File: config.mk
export PLATFORM = sky130hd
export DESIGN_NAME = lsa_fletcher_checksum
export DESIGN_NICKNAME = d
export VERILOG_FILES = /design/src/rtl/lfc_pkg.sv /design/src/rtl/lfc_accum.sv /design/src/rtl/lfc_finish.sv /design/src/rtl/lsa_fletcher_checksum.sv
export SDC_FILE = /design/constraint.sdc
export NUM_CORES = 1
export LEC_CHECK = 0
export ABC_CLOCK_PERIOD_IN_PS = 21300
export BUFFER_PORTS_ARGS = -buffer_cell sky130_fd_sc_hd__buf_2
export CORE_ASPECT_RATIO = 0.7
export CORE_UTILIZATION = 60
export CTS_BUF_LIST = sky130_fd_sc_hd__clkbuf_4 sky130_fd_sc_hd__clkbuf_8 sky130_fd_sc_hd__clkbuf_16
export CTS_CLUSTER_DIAMETER = 80
export DETAILED_ROUTE_END_ITERATION = 10
export PLACE_DENSITY = 0.79
export SLEW_MARGIN = 10
export SYNTH_ARGS = -nofsm -noshare
export SYNTH_HDL_FRONTEND = slang
export SYNTH_SLANG_ARGS = --single-unit
File: constraint.sdc
create_clock -name aclk -period 21.3 [get_ports aclk]
set_input_delay 2.13 -clock aclk [delete_from_list [all_inputs] [get_ports aclk]]
set_output_delay 2.13 -clock aclk [all_outputs]
set_load 0.01 [all_outputs]
File: src/rtl/lfc_pkg.sv
// shared types and constants for the lsa fletcher checksum block
package lfc_pkg;

    // result status codes
    typedef enum logic [1:0] {
        ST_OK       = 2'd0,
        ST_MISMATCH = 2'd1,
        ST_SHORT    = 2'd2,
        ST_LONG     = 2'd3
    } lfc_status_t;

    localparam logic [7:0]  MOD_VAL      = 8'd255;
    localparam logic [15:0] AGE_BYTES    = 16'd2;
    localparam logic [15:0] CKSUM_OFFSET = 16'd16;
    localparam logic [15:0] COUNT_MAX    = 16'hFFFF;

    // summary of one finished message handed to the finishing stage
    typedef struct packed {
        logic       too_long;
        logic       too_short;
        logic       gen_mode;
        logic [7:0] sum_a;
        logic [7:0] sum_b;
        logic [7:0] dist_mod;   // (length - 17) mod 255
    } lfc_final_t;

    // add two residues mod 255, each below 255
    function automatic logic [7:0] mod_add(input logic [7:0] a, input logic [7:0] b);
        logic [8:0] s;
        s = {1'b0, a} + {1'b0, b};
        if (s >= {1'b0, MOD_VAL}) begin
            s = s - {1'b0, MOD_VAL};
        end
        return s[7:0];
    endfunction

endpackage

File: src/rtl/lfc_accum.sv
// input register and running mod-255 sums over the bytes of a message
module lfc_accum #(
    parameter int MIN_LENGTH = 20,
    parameter int MAX_LENGTH = 65535
) (
    input  logic               aclk,
    input  logic               aresetn,
    input  logic               s_valid,
    output logic               s_ready,
    input  logic               s_mode,
    input  logic [7:0]         s_data,
    input  logic               s_last,
    output logic               fin_valid,
    input  logic               fin_ready,
    output lfc_pkg::lfc_final_t fin
);
    import lfc_pkg::*;

    localparam logic [15:0] MAX_IDX   = 16'(MAX_LENGTH);
    localparam logic [15:0] SHORT_IDX = 16'(MIN_LENGTH - 1);

    logic        in_valid_reg, in_valid_next;
    logic        in_mode_reg;
    logic [7:0]  in_data_reg;
    logic        in_last_reg;

    logic [15:0] count_reg, count_next;
    logic [7:0]  pos_mod_reg, pos_mod_next;
    logic [7:0]  sum_a_reg, sum_a_next;
    logic [7:0]  sum_b_reg, sum_b_next;
    logic        mode_reg, mode_next;
    logic        ovf_reg, ovf_next;

    logic        rec_valid_reg, rec_valid_next;
    lfc_final_t  rec_reg, rec_next;

    logic        rec_free;
    logic        in_go;
    logic        s_take;
    logic        cur_mode;
    logic        cur_ovf;
    logic [7:0]  byte_val;
    logic [7:0]  new_a;
    logic [7:0]  new_b;

    // handshake between input register and record register
    assign rec_free = !rec_valid_reg || fin_ready;
    assign in_go    = in_valid_reg && (!in_last_reg || rec_free);
    assign s_ready  = !in_valid_reg || in_go;
    assign s_take   = s_valid && s_ready;

    // running sums for the byte held in the input register
    always_comb begin
        cur_mode = (count_reg == '0) ? in_mode_reg : mode_reg;
        cur_ovf  = ovf_reg || (count_reg >= MAX_IDX);
        byte_val = in_data_reg;
        if (cur_mode && (count_reg == CKSUM_OFFSET || count_reg == CKSUM_OFFSET + 16'd1)) begin
            byte_val = '0;
        end
        if (count_reg >= AGE_BYTES) begin
            new_a = mod_add(sum_a_reg, byte_val);
            new_b = mod_add(sum_b_reg, new_a);
        end else begin
            new_a = sum_a_reg;
            new_b = sum_b_reg;
        end
    end

    // next state of the message accumulator
    always_comb begin
        count_next   = count_reg;
        pos_mod_next = pos_mod_reg;
        sum_a_next   = sum_a_reg;
        sum_b_next   = sum_b_reg;
        mode_next    = mode_reg;
        ovf_next     = ovf_reg;
        if (in_go) begin
            if (in_last_reg) begin
                count_next   = '0;
                pos_mod_next = '0;
                sum_a_next   = '0;
                sum_b_next   = '0;
                mode_next    = 1'b0;
                ovf_next     = 1'b0;
            end else begin
                count_next   = (count_reg == COUNT_MAX) ? count_reg : count_reg + 16'd1;
                pos_mod_next = (pos_mod_reg == MOD_VAL - 8'd1) ? 8'd0 : pos_mod_reg + 8'd1;
                sum_a_next   = new_a;
                sum_b_next   = new_b;
                mode_next    = cur_mode;
                ovf_next     = cur_ovf;
            end
        end
    end

    // message summary on the final byte
    always_comb begin
        rec_next           = rec_reg;
        rec_valid_next     = rec_valid_reg;
        if (in_go && in_last_reg) begin
            rec_valid_next     = 1'b1;
            rec_next.too_long  = cur_ovf;
            rec_next.too_short = count_reg < SHORT_IDX;
            rec_next.gen_mode  = cur_mode;
            rec_next.sum_a     = new_a;
            rec_next.sum_b     = new_b;
            // index minus 16 taken mod 255
            rec_next.dist_mod  = (pos_mod_reg >= 8'd16) ? pos_mod_reg - 8'd16
                                                        : pos_mod_reg + 8'd239;
        end else if (fin_ready) begin
            rec_valid_next = 1'b0;
        end
        in_valid_next = s_take ? 1'b1 : (in_go ? 1'b0 : in_valid_reg);
    end

    // control registers
    always_ff @(posedge aclk) begin
        if (!aresetn) begin
            in_valid_reg  <= 1'b0;
            rec_valid_reg <= 1'b0;
            count_reg     <= '0;
            pos_mod_reg   <= '0;
            sum_a_reg     <= '0;
            sum_b_reg     <= '0;
            mode_reg      <= 1'b0;
            ovf_reg       <= 1'b0;
        end else begin
            in_valid_reg  <= in_valid_next;
            rec_valid_reg <= rec_valid_next;
            count_reg     <= count_next;
            pos_mod_reg   <= pos_mod_next;
            sum_a_reg     <= sum_a_next;
            sum_b_reg     <= sum_b_next;
            mode_reg      <= mode_next;
            ovf_reg       <= ovf_next;
        end
    end

    // payload registers
    always_ff @(posedge aclk) begin
        if (s_take) begin
            in_mode_reg <= s_mode;
            in_data_reg <= s_data;
            in_last_reg <= s_last;
        end
        rec_reg <= rec_next;
    end

    assign fin_valid = rec_valid_reg;
    assign fin       = rec_reg;

    // sums always stay proper residues
    a_sum_range: assert property (@(posedge aclk) disable iff (!aresetn)
        sum_a_reg != MOD_VAL && sum_b_reg != MOD_VAL)
        else $error("running sum left the mod 255 range");

    // start of a message has clean sums
    a_clean_start: assert property (@(posedge aclk) disable iff (!aresetn)
        count_reg == '0 |-> (sum_a_reg == '0 && sum_b_reg == '0 && !ovf_reg))
        else $error("sums not cleared at message start");

    // position residue tracks the byte count
    a_pos_track: assert property (@(posedge aclk) disable iff (!aresetn)
        count_reg < 16'd255 |-> pos_mod_reg == count_reg[7:0])
        else $error("position residue out of step");

    // a held final byte is not dropped while the record register is busy
    a_hold_last: assert property (@(posedge aclk) disable iff (!aresetn)
        (in_valid_reg && in_last_reg && !rec_free) |=> in_valid_reg)
        else $error("final byte lost while stalled");
endmodule

File: src/rtl/lfc_finish.sv
// checksum byte computation and result register
module lfc_finish (
    input  logic               aclk,
    input  logic               aresetn,
    input  logic               fin_valid,
    output logic               fin_ready,
    input  lfc_pkg::lfc_final_t fin,
    output logic               m_valid,
    input  logic               m_ready,
    output lfc_pkg::lfc_status_t m_status,
    output logic [7:0]         m_check_x,
    output logic [7:0]         m_check_y
);
    import lfc_pkg::*;

    logic        m_valid_reg, m_valid_next;
    lfc_status_t status_reg, status_next;
    logic [7:0]  x_reg, x_next;
    logic [7:0]  y_reg, y_next;

    logic [15:0] prod;
    logic [7:0]  prod_mod;
    logic [7:0]  x_mod;
    logic [7:0]  x_val;
    logic [8:0]  y_raw;
    logic [7:0]  y_val;
    logic        load;

    assign fin_ready = !m_valid_reg || m_ready;
    assign load      = fin_valid && fin_ready;

    // x = (dist * sum_a - sum_b) mod 255, zero raised to 255
    always_comb begin
        prod     = {8'd0, fin.dist_mod} * {8'd0, fin.sum_a};
        prod_mod = mod_add(prod[15:8], prod[7:0]);
        x_mod    = mod_add(prod_mod, MOD_VAL - fin.sum_b);
        x_val    = (x_mod == '0) ? MOD_VAL : x_mod;
        // y = 510 - sum_a - x, folded back below 256
        y_raw    = 9'd510 - {1'b0, fin.sum_a} - {1'b0, x_val};
        y_val    = (y_raw > 9'd255) ? 8'(y_raw - 9'd255) : y_raw[7:0];
    end

    // status selection
    always_comb begin
        status_next  = status_reg;
        x_next       = x_reg;
        y_next       = y_reg;
        m_valid_next = load ? 1'b1 : (m_ready ? 1'b0 : m_valid_reg);
        if (load) begin
            x_next = '0;
            y_next = '0;
            if (fin.too_long) begin
                status_next = ST_LONG;
            end else if (fin.too_short) begin
                status_next = ST_SHORT;
            end else if (!fin.gen_mode) begin
                status_next = (fin.sum_a == '0 && fin.sum_b == '0) ? ST_OK : ST_MISMATCH;
            end else begin
                status_next = ST_OK;
                x_next      = x_val;
                y_next      = y_val;
            end
        end
    end

    always_ff @(posedge aclk) begin
        if (!aresetn) begin
            m_valid_reg <= 1'b0;
        end else begin
            m_valid_reg <= m_valid_next;
        end
    end

    always_ff @(posedge aclk) begin
        status_reg <= status_next;
        x_reg      <= x_next;
        y_reg      <= y_next;
    end

    assign m_valid   = m_valid_reg;
    assign m_status  = status_reg;
    assign m_check_x = x_reg;
    assign m_check_y = y_reg;

    // checksum bytes appear only with an ok status
    a_zero_bytes: assert property (@(posedge aclk) disable iff (!aresetn)
        (m_valid_reg && status_reg != ST_OK) |-> (x_reg == '0 && y_reg == '0))
        else $error("checksum bytes on a failing result");

    // generated checksum bytes are never zero
    a_gen_nonzero: assert property (@(posedge aclk) disable iff (!aresetn)
        (m_valid_reg && x_reg != '0) |-> (y_reg != '0 && status_reg == ST_OK))
        else $error("generated checksum byte is zero");
endmodule

File: src/rtl/lsa_fletcher_checksum.sv
// Fletcher checksum verify/generate over one link-state advertisement byte stream
// A final byte's result moves through the record register into the result register.
// One byte per cycle unless stalled; running sums update once per byte in one stage.
// Each message gives one result, on its final byte; other bytes give none.
// Reset: aresetn, synchronous active low, clears sums, byte count and all valid flags.
module lsa_fletcher_checksum #(
    parameter int MIN_LENGTH = 20,
    parameter int MAX_LENGTH = 65535
) (
    input  logic        aclk,
    input  logic        aresetn,
    input  logic        s_axis_tvalid,
    output logic        s_axis_tready,
    input  logic [7:0]  s_axis_tdata,   // [7:0] data_byte
    input  logic        s_axis_tuser,   // [0] mode
    input  logic        s_axis_tlast,
    output logic        m_axis_tvalid,
    input  logic        m_axis_tready,
    output logic [15:0] m_axis_tdata,   // [7:0] check_x, [15:8] check_y
    output logic [1:0]  m_axis_tuser    // [1:0] status
);
    import lfc_pkg::*;

    logic        fin_valid;
    logic        fin_ready;
    lfc_final_t  fin;
    lfc_status_t status;
    logic [7:0]  check_x;
    logic [7:0]  check_y;

    // running sums per byte
    lfc_accum #(
        .MIN_LENGTH (MIN_LENGTH),
        .MAX_LENGTH (MAX_LENGTH)
    ) u_accum (
        .aclk      (aclk),
        .aresetn   (aresetn),
        .s_valid   (s_axis_tvalid),
        .s_ready   (s_axis_tready),
        .s_mode    (s_axis_tuser),
        .s_data    (s_axis_tdata),
        .s_last    (s_axis_tlast),
        .fin_valid (fin_valid),
        .fin_ready (fin_ready),
        .fin       (fin)
    );

    // checksum bytes and status per message
    lfc_finish u_finish (
        .aclk      (aclk),
        .aresetn   (aresetn),
        .fin_valid (fin_valid),
        .fin_ready (fin_ready),
        .fin       (fin),
        .m_valid   (m_axis_tvalid),
        .m_ready   (m_axis_tready),
        .m_status  (status),
        .m_check_x (check_x),
        .m_check_y (check_y)
    );

    assign m_axis_tdata = {check_y, check_x};
    assign m_axis_tuser = status;
endmodule

* Word-level counts from Yosys, hierarchy flattened
Cells that the tools add are included.
** Word-level totals
- Bits in registers :: 100
- Input port bits :: 14
- Output and inout bits :: 20
- Word-level logic and storage cells :: 109
** Operators by class
- Add/sub/neg operators :: 16
- Multipliers :: 1
- Order comparisons :: 9
- Equality and inequality tests :: 5
- Mux-type cells :: 29
- Bitwise operators :: 1
- Reductions and logical operators :: 26
** Operators by type and width (number)
- 2-to-1 mux 8 bit :: 15
- subtractor 8 bit, second input constant :: 5
- adder 8 x 8 -> 9 bit :: 4
- >= comparator 9 x 8 -> 1 bit, second input constant :: 4
- == test 16 x 5 -> 1 bit, second input constant :: 2
- 2-to-1 mux 16 bit :: 2
- logical NOT 8 bit :: 3
- adder 16 x 1 -> 16 bit, second input constant :: 1
- == test 16 bit, second input constant :: 1
- >= comparator 16 bit, second input constant :: 1
- >= comparator 16 x 2 -> 1 bit, second input constant :: 1
- logical NOT 16 bit :: 1
- < comparator 16 x 5 -> 1 bit, second input constant :: 1
- multiplier 8 x 8 -> 16 bit :: 1
- 2-to-1 mux 1 bit :: 12
- > comparator 9 x 8 -> 1 bit, second input constant :: 1
- subtractor 9 x 8 -> 9 bit :: 1
- subtractor 9 x 8 -> 9 bit, first input constant :: 1
- adder 8 x 1 -> 8 bit, second input constant :: 1
- adder 8 bit, second input constant :: 1
- == test 8 bit, second input constant :: 1
- >= comparator 8 x 5 -> 1 bit, second input constant :: 1
- subtractor 8 x 5 -> 8 bit, second input constant :: 1
- subtractor 8 bit, first input constant :: 1
- 9 further kinds :: 24

* Depth between registers and ports, before layout
- Depth after elaboration :: 13
- Depth in mapped cells :: 48
- Gate-level depth less buffers :: 46

* Modules after synthesis
From an unflattened synthesis, not the netlist that was laid out.
** Second synthesis, totals
- Cells, all modules :: 1039
- Area total of the unflattened synthesis :: 9601.7 um^2
** By module, submodules not included
- lfc_accum :: instances 1, cells each 513, area an instance 5029.8 um^2, sequential area each 1991.9 um^2
- lfc_finish :: instances 1, cells each 526, area an instance 4571.9 um^2, sequential area each 560.5 um^2

* Least setup slack after synthesis
No wires, ideal clock.
- Path type :: flip-flop to flip-flop
- Start :: reg u_accum.rec_reg, in the netlist u_accum.fin[23]
- End :: reg u_finish.y_reg[1] (netlist: u_finish.m_check_y[1]), data pin
- Library setup time :: 266 ps
- Data arrival time :: 10610 ps
- Required time :: 21034 ps
- Path slack :: 10424 ps
- Stages on the path, launching flop included :: 44
- Path buffers :: 1
- Period minus slack after synthesis :: 10876 ps
- Cell sequence :: edfxtp_1 > clkbuf_1 > nand2_1 > fa_1 > inv_1 > fa_1 > inv_1 > fa_1 > fa_1 > inv_1 > ha_1 > a21boi_0 > o311a_1 > o21a_1 > o21a_1 > nor2_1 > xnor2_1 > ha_1 > [8 not listed] > nor2_1 > nor4_4 > o2111ai_4 > o32ai_1 > nor3_1 > nor4_4 > nor2_1 > ha_1 > fa_1 > a21o_1 > a21oi_1 > nand2b_1 > a21oi_1 > a211o_1 > nor3b_1 > a31o_2 > mux2i_1 > nor2_1
** On the way
- Word-level cells in the longest chain between the ends :: 12
- Elaborated cells on any way between the ends :: 16
- Those cells by class :: add/sub (7); mul (1); order compare (3); mux (4); reduce/logical (1)
** RTL lines
- start, declared :: line lfc_accum.sv:35 : lfc_final_t rec_reg, rec_next;
- start signal, assigned :: line lfc_accum.sv:146 : rec_reg <= rec_next;
- multiplier 8 x 8 -> 16 bit :: line lfc_finish.sv:34 : prod = {8'd0, fin.dist_mod} * {8'd0, fin.sum_a};
- adder 8 x 8 -> 9 bit :: line lfc_pkg.sv:30 : s = {1'b0, a} + {1'b0, b};
- subtractor 8 bit or >= comparator 9 x 8 -> 1 bit (tied branches) :: line lfc_pkg.sv:32, lfc_pkg.sv:31
- 2-to-1 mux 8 bit :: line lfc_pkg.sv:31 : if (s >= {1'b0, MOD_VAL}) begin
- adder 8 x 8 -> 9 bit :: line lfc_pkg.sv:30
- subtractor 8 bit or >= comparator 9 x 8 -> 1 bit (tied branches) :: line lfc_pkg.sv:32, lfc_pkg.sv:31
- 2-to-1 mux 8 bit :: line lfc_pkg.sv:31
- logical NOT 8 bit :: line lfc_finish.sv:37 : x_val = (x_mod == '0) ? MOD_VAL : x_mod;
- 2-to-1 mux 8 bit :: line lfc_finish.sv:37
- subtractor 9 x 8 -> 9 bit (*) :: line lfc_finish.sv:39 : y_raw = 9'd510 - {1'b0, fin.sum_a} - {1'b0, x_val};
- subtractor 8 bit or > comparator 9 x 8 -> 1 bit (tied branches) :: line lfc_finish.sv:40 : y_val = (y_raw > 9'd255) ? 8'(y_raw - 9'd255) : y_raw[7:0];
- 2-to-1 mux 8 bit (*) :: line lfc_finish.sv:40
- end signal, assigned :: line lfc_finish.sv:77 : y_reg <= y_next;
- end, declared :: line lfc_finish.sv:19 : logic [7:0] y_reg, y_next;
Mark *: on every way between the ends. The rest lies on a longest branch, timed or not.
A chain may end at the register's enable or synchronous reset.

* Worst setup path after layout
- Start :: reg u_accum.rec_reg, in the netlist u_accum.fin[20]
- End :: reg u_finish.y_reg[1] (netlist: u_finish.m_check_y[1]), data pin
Same word-level chain as after synthesis.

==> impl_table.tex <==
\begin{tabular}{lr}
\hline
Metric & Value \\
\hline
\multicolumn{2}{l}{\textbf{Run status}} \\
Result of the run & finished clean \\
\multicolumn{2}{l}{\textbf{Setup path}} \\
Critical path endpoint category & register \\
Critical Path Slowest Stage Cell & sky130\_fd\_sc\_hd\_\_o311ai\_1 \\
Biggest fanout along the worst timing path & 10 \\
Reg-to-reg critical path startpoint & u\_accum.fin[20] \\
Cell class contributing the biggest share of worst-path delay & compound AO/OA/AOI/OAI gates \\
Kind of start point of the critical path & register \\
Data arrival at the endpoint of the critical path & 12.06 ns \\
Critical path data required time & 21.40 ns \\
Largest stage delay on the critical path & 0.60 ns \\
Start-to-end type of the worst setup path & reg2reg \\
Top cell by count, worst path & sky130\_fd\_sc\_hd\_\_fa\_1 \\
Critical path buffers and inverters & 1 \\
Critical R2R Capture & u\_finish.m\_check\_y[1] \\
R2R depth & 41 \\
R2r setup slk & 9.34 ns \\
Launch point of the worst path & u\_accum.fin[20] \\
\multicolumn{2}{l}{\textbf{Timing}} \\
Setup TNS after final layout & 0 ns \\
Number of pins exceeding their max-slew limit in the final report & 0 \\
Total setup violations reported at the end of the flow & 0 \\
Period utilization & 0.561 \\
Max Fclk & 0.0836 GHz \\
Endpoints failing hold & 0 \\
Min cycle time layout & 11.96 ns \\
Max-slew headroom at the worst pin & 0.211 \\
Worst clock skew & 0.0162 ns \\
Setup repair after global routing missed its margin & false \\
Slew at the pin closest to its max-slew limit & 1.18 ns \\
\multicolumn{2}{l}{\textbf{Pwr}} \\
Overall Power & 1.56 mW \\
Cell area power density & 162 nW/um\^{}2 \\
Leakage component of the power & 4.16 nW \\
Worst VDD drop & 0.000163 V \\
\multicolumn{2}{l}{\textbf{Synthesis}} \\
Number of enable flip-flop cells after synthesis & 55 \\
Summed instance area of the synthesized netlist & 8950 um\^{}2 \\
Share of synthesized area spent on multiplexers & 0.0144 \\
Flops \& latches, synth & 100 \\
Xor/xnor cell area share of the yosys netlist & 0.0685 \\
Cell types occupying the most area after synthesis & sky130\_fd\_sc\_hd\_\_edfxtp\_1 (18\%), sky130\_fd\_sc\_hd\_\_ha\_1 (13\%), sky130\_fd\_sc\_hd\_\_dfxtp\_1 (10\%) \\
Synth Area in Adders & 0.220 \\
Post-synthesis cell type count & 66 \\
Post-synthesis net count & 1145 \\
Most common cell in the netlist & sky130\_fd\_sc\_hd\_\_nor2\_1 \\
Warnings from Yosys & 0 \\
Simple-gate share of the synthesized area & 0.220 \\
Area share of the largest cell type after synthesis & 0.184 \\
Synth async-reset ratio & 0 \\
Syn\_area\_per\_cell & 8.97 um\^{}2 \\
Fraction of the yosys area taken by sequential cells & 0.285 \\
Compound-Gate Fraction of Synth Area & 0.149 \\
Instance count of the mapped netlist & 998 \\
Commonest cells in the netlist & sky130\_fd\_sc\_hd\_\_nor2\_1 (111), sky130\_fd\_sc\_hd\_\_ha\_1 (92), sky130\_fd\_sc\_hd\_\_inv\_1 (82) \\
Primary FF master, synth & sky130\_fd\_sc\_hd\_\_edfxtp\_1 \\
Combinational family with the most area after synthesis & adder cells \\
Cell type contributing the most total cell area after synthesis & sky130\_fd\_sc\_hd\_\_edfxtp\_1 \\
\multicolumn{2}{l}{\textbf{Hold path}} \\
Class of the tightest hold or removal check & reg2reg \\
Origin of the worst min-delay path & u\_accum.ovf\_reg \\
Hold Path Sink & u\_accum.ovf\_reg \\
Count of cells along the worst hold path & 2 \\
\multicolumn{2}{l}{\textbf{Floorplanning}} \\
Top-Level Pins & 34 \\
Horizontal die dimension & 148 um \\
Area enclosed by the die boundary & 15400 um\^{}2 \\
Core region area & 14200 um\^{}2 \\
Initial cell density of the core & 0.629 \\
Die Ht & 104 um \\
Std-Cell Rows & 36 \\
\multicolumn{2}{l}{\textbf{Clock network}} \\
Skew-Pair Late Insertion Delay & 0.36 ns \\
H-tree Lvls & 3 \\
Resized cells post-CTS & 0 \\
Worst-case clock buffer depth & 2 \\
Clock transition at the register clock pins on the worst setup and hold paths after CTS & 0.08 ns \\
Clock Root Buffer & sky130\_fd\_sc\_hd\_\_clkbuf\_16 \\
Clock tree from TritonCTS & done \\
Number of hold-repair buffers added at the cts stage & 0 \\
Number of buffers created by CTS & 9 \\
Setup fix buffers added after clock tree synthesis & 0 \\
Number of clock sinks & 100 \\
\multicolumn{2}{l}{\textbf{Cells and area}} \\
Area delta synth->final & 7.20\% \\
Max FFs per register & 27 \\
Share of cells above drive strength 1 & 0.0778 \\
Final cell area excluding filler cells & 9600 um\^{}2 \\
Number of antenna repair diodes & 0 \\
Net count of the finished layout & 1170 \\
\multicolumn{2}{l}{\textbf{GRT}} \\
Overall track demand over capacity in global routing & 0.257 \\
Maximum number of pins on one net before global-route repair & 28 \\
First-pass GRT wire length & 31600 um \\
Number of global-route vias before repair & 6437 \\
Congestion Overflow GR & 0 \\
Antenna violations before repair & 0 \\
\multicolumn{2}{l}{\textbf{Routing}} \\
DR WL/cell & 15.4 um \\
Residual DRC count & 0 \\
Drt first-iter violations & 477 \\
1st-pass router iterations & 5 \\
DR vias & 7037 \\
DRT Wirelength & 18700 um \\
Number of routed nets with antenna violations & 0 \\
Per-cell via count in the routed design & 5.78 \\
\multicolumn{2}{l}{\textbf{Placed design}} \\
Post-placement cell area & 9300 um\^{}2 \\
Dpl hpwl & 14800 um \\
Final Wtd Congestion & 0.938 \\
Number of buffers added on ports & 33 \\
\multicolumn{2}{l}{\textbf{Flow run}} \\
Max-cap check violation count & 0 \\
\hline
\end{tabular}
-- stage by stage --
stage | hold slack [ns] | instances | utilization | worst slack [ns]
2_1_floorplan | 0.431 | 998 | - | 10.42
3_3_place_gp | 0.448 | 1202 | 0.653 | 9.84
3_5_place_dp | 0.456 | 1202 | 0.653 | 9.49
4_1_cts | 0.473 | 1218 | 0.674 | 9.43
5_1_grt | 0.509 | 1218 | 0.674 | 8.32
6_report | 0.466 | 1218 | 0.674 | 9.34
-- how the worst max path moves through the flow --
stage	to	slack, ns	cells after the start
after floorplan	u_finish.m_check_y[1]	10.42	43
after global placement	u_finish.m_check_y[1]	9.84	41
after detailed placement	u_finish.m_check_y[1]	9.49	42
after CTS	u_finish.m_check_y[1]	9.43	42
after global routing	u_finish.m_check_y[1]	8.32	41
final	u_finish.m_check_y[1]	9.34	41
-- layout make-up --
type / instances / area [um^2]
multi-input combinational: 794 / 6010
clock buffer: 9 / 225
clock inverter: 7 / 76.3
tap: 190 / 238
fill: 1172 / 4630
sequential: 100 / 2550
timing repair buffer: 36 / 188
inverter: 82 / 308
-- report_power, final --
group	internal [mW]	switching (mW)	total, mW	leakage, nW
registers	0.206	0.00321	0.210	0.887
logic	0.466	0.714	1.18	3.12
clock network	0.0840	0.0833	0.167	0.151
total	0.757	0.800	1.56	4.16
-- worst min-delay path: cells and delay by family (launching register included) --
family	cells	cell delay, ns
simple gates	2	0.12
flops	1	0.32
-- routing by layer --
layer	wire length, um	vias up	part of all wire	track usage
li1	-	3548	-	-
met4	257	0	0.014	0.0596
met2	7780	208	0.41	0.372
met3	1150	17	0.061	0.0382
met1	9550	3264	0.51	0.398
met5	0	-	0	0
-- cell families (layout without fill, tap and decap cells) --
family | after synthesis | in the layout
xor gates and xnor gates | 70 | 70
muxes | 12 | 12
buffers and inverters | 104 | 134
DFF | 100 | 100
and+or+nand+nor | 390 | 390
AOI/OAI and AO/OA | 189 | 189
adders and majority gates | 133 | 133
-- placed cells by master, fill, tap and decap left out, drive strengths merged, types with 27 or more instances in the layout --
master	instances
inv	87
a21oi	37
nand2	78
nand3	27
xor2	28
xnor2	42
o21ai	39
ha	92
dfxtp	45
fa	41
and2	60
edfxtp	55
nor2	111
buf	36
Note: power is estimated with default switching activity, not from simulation.
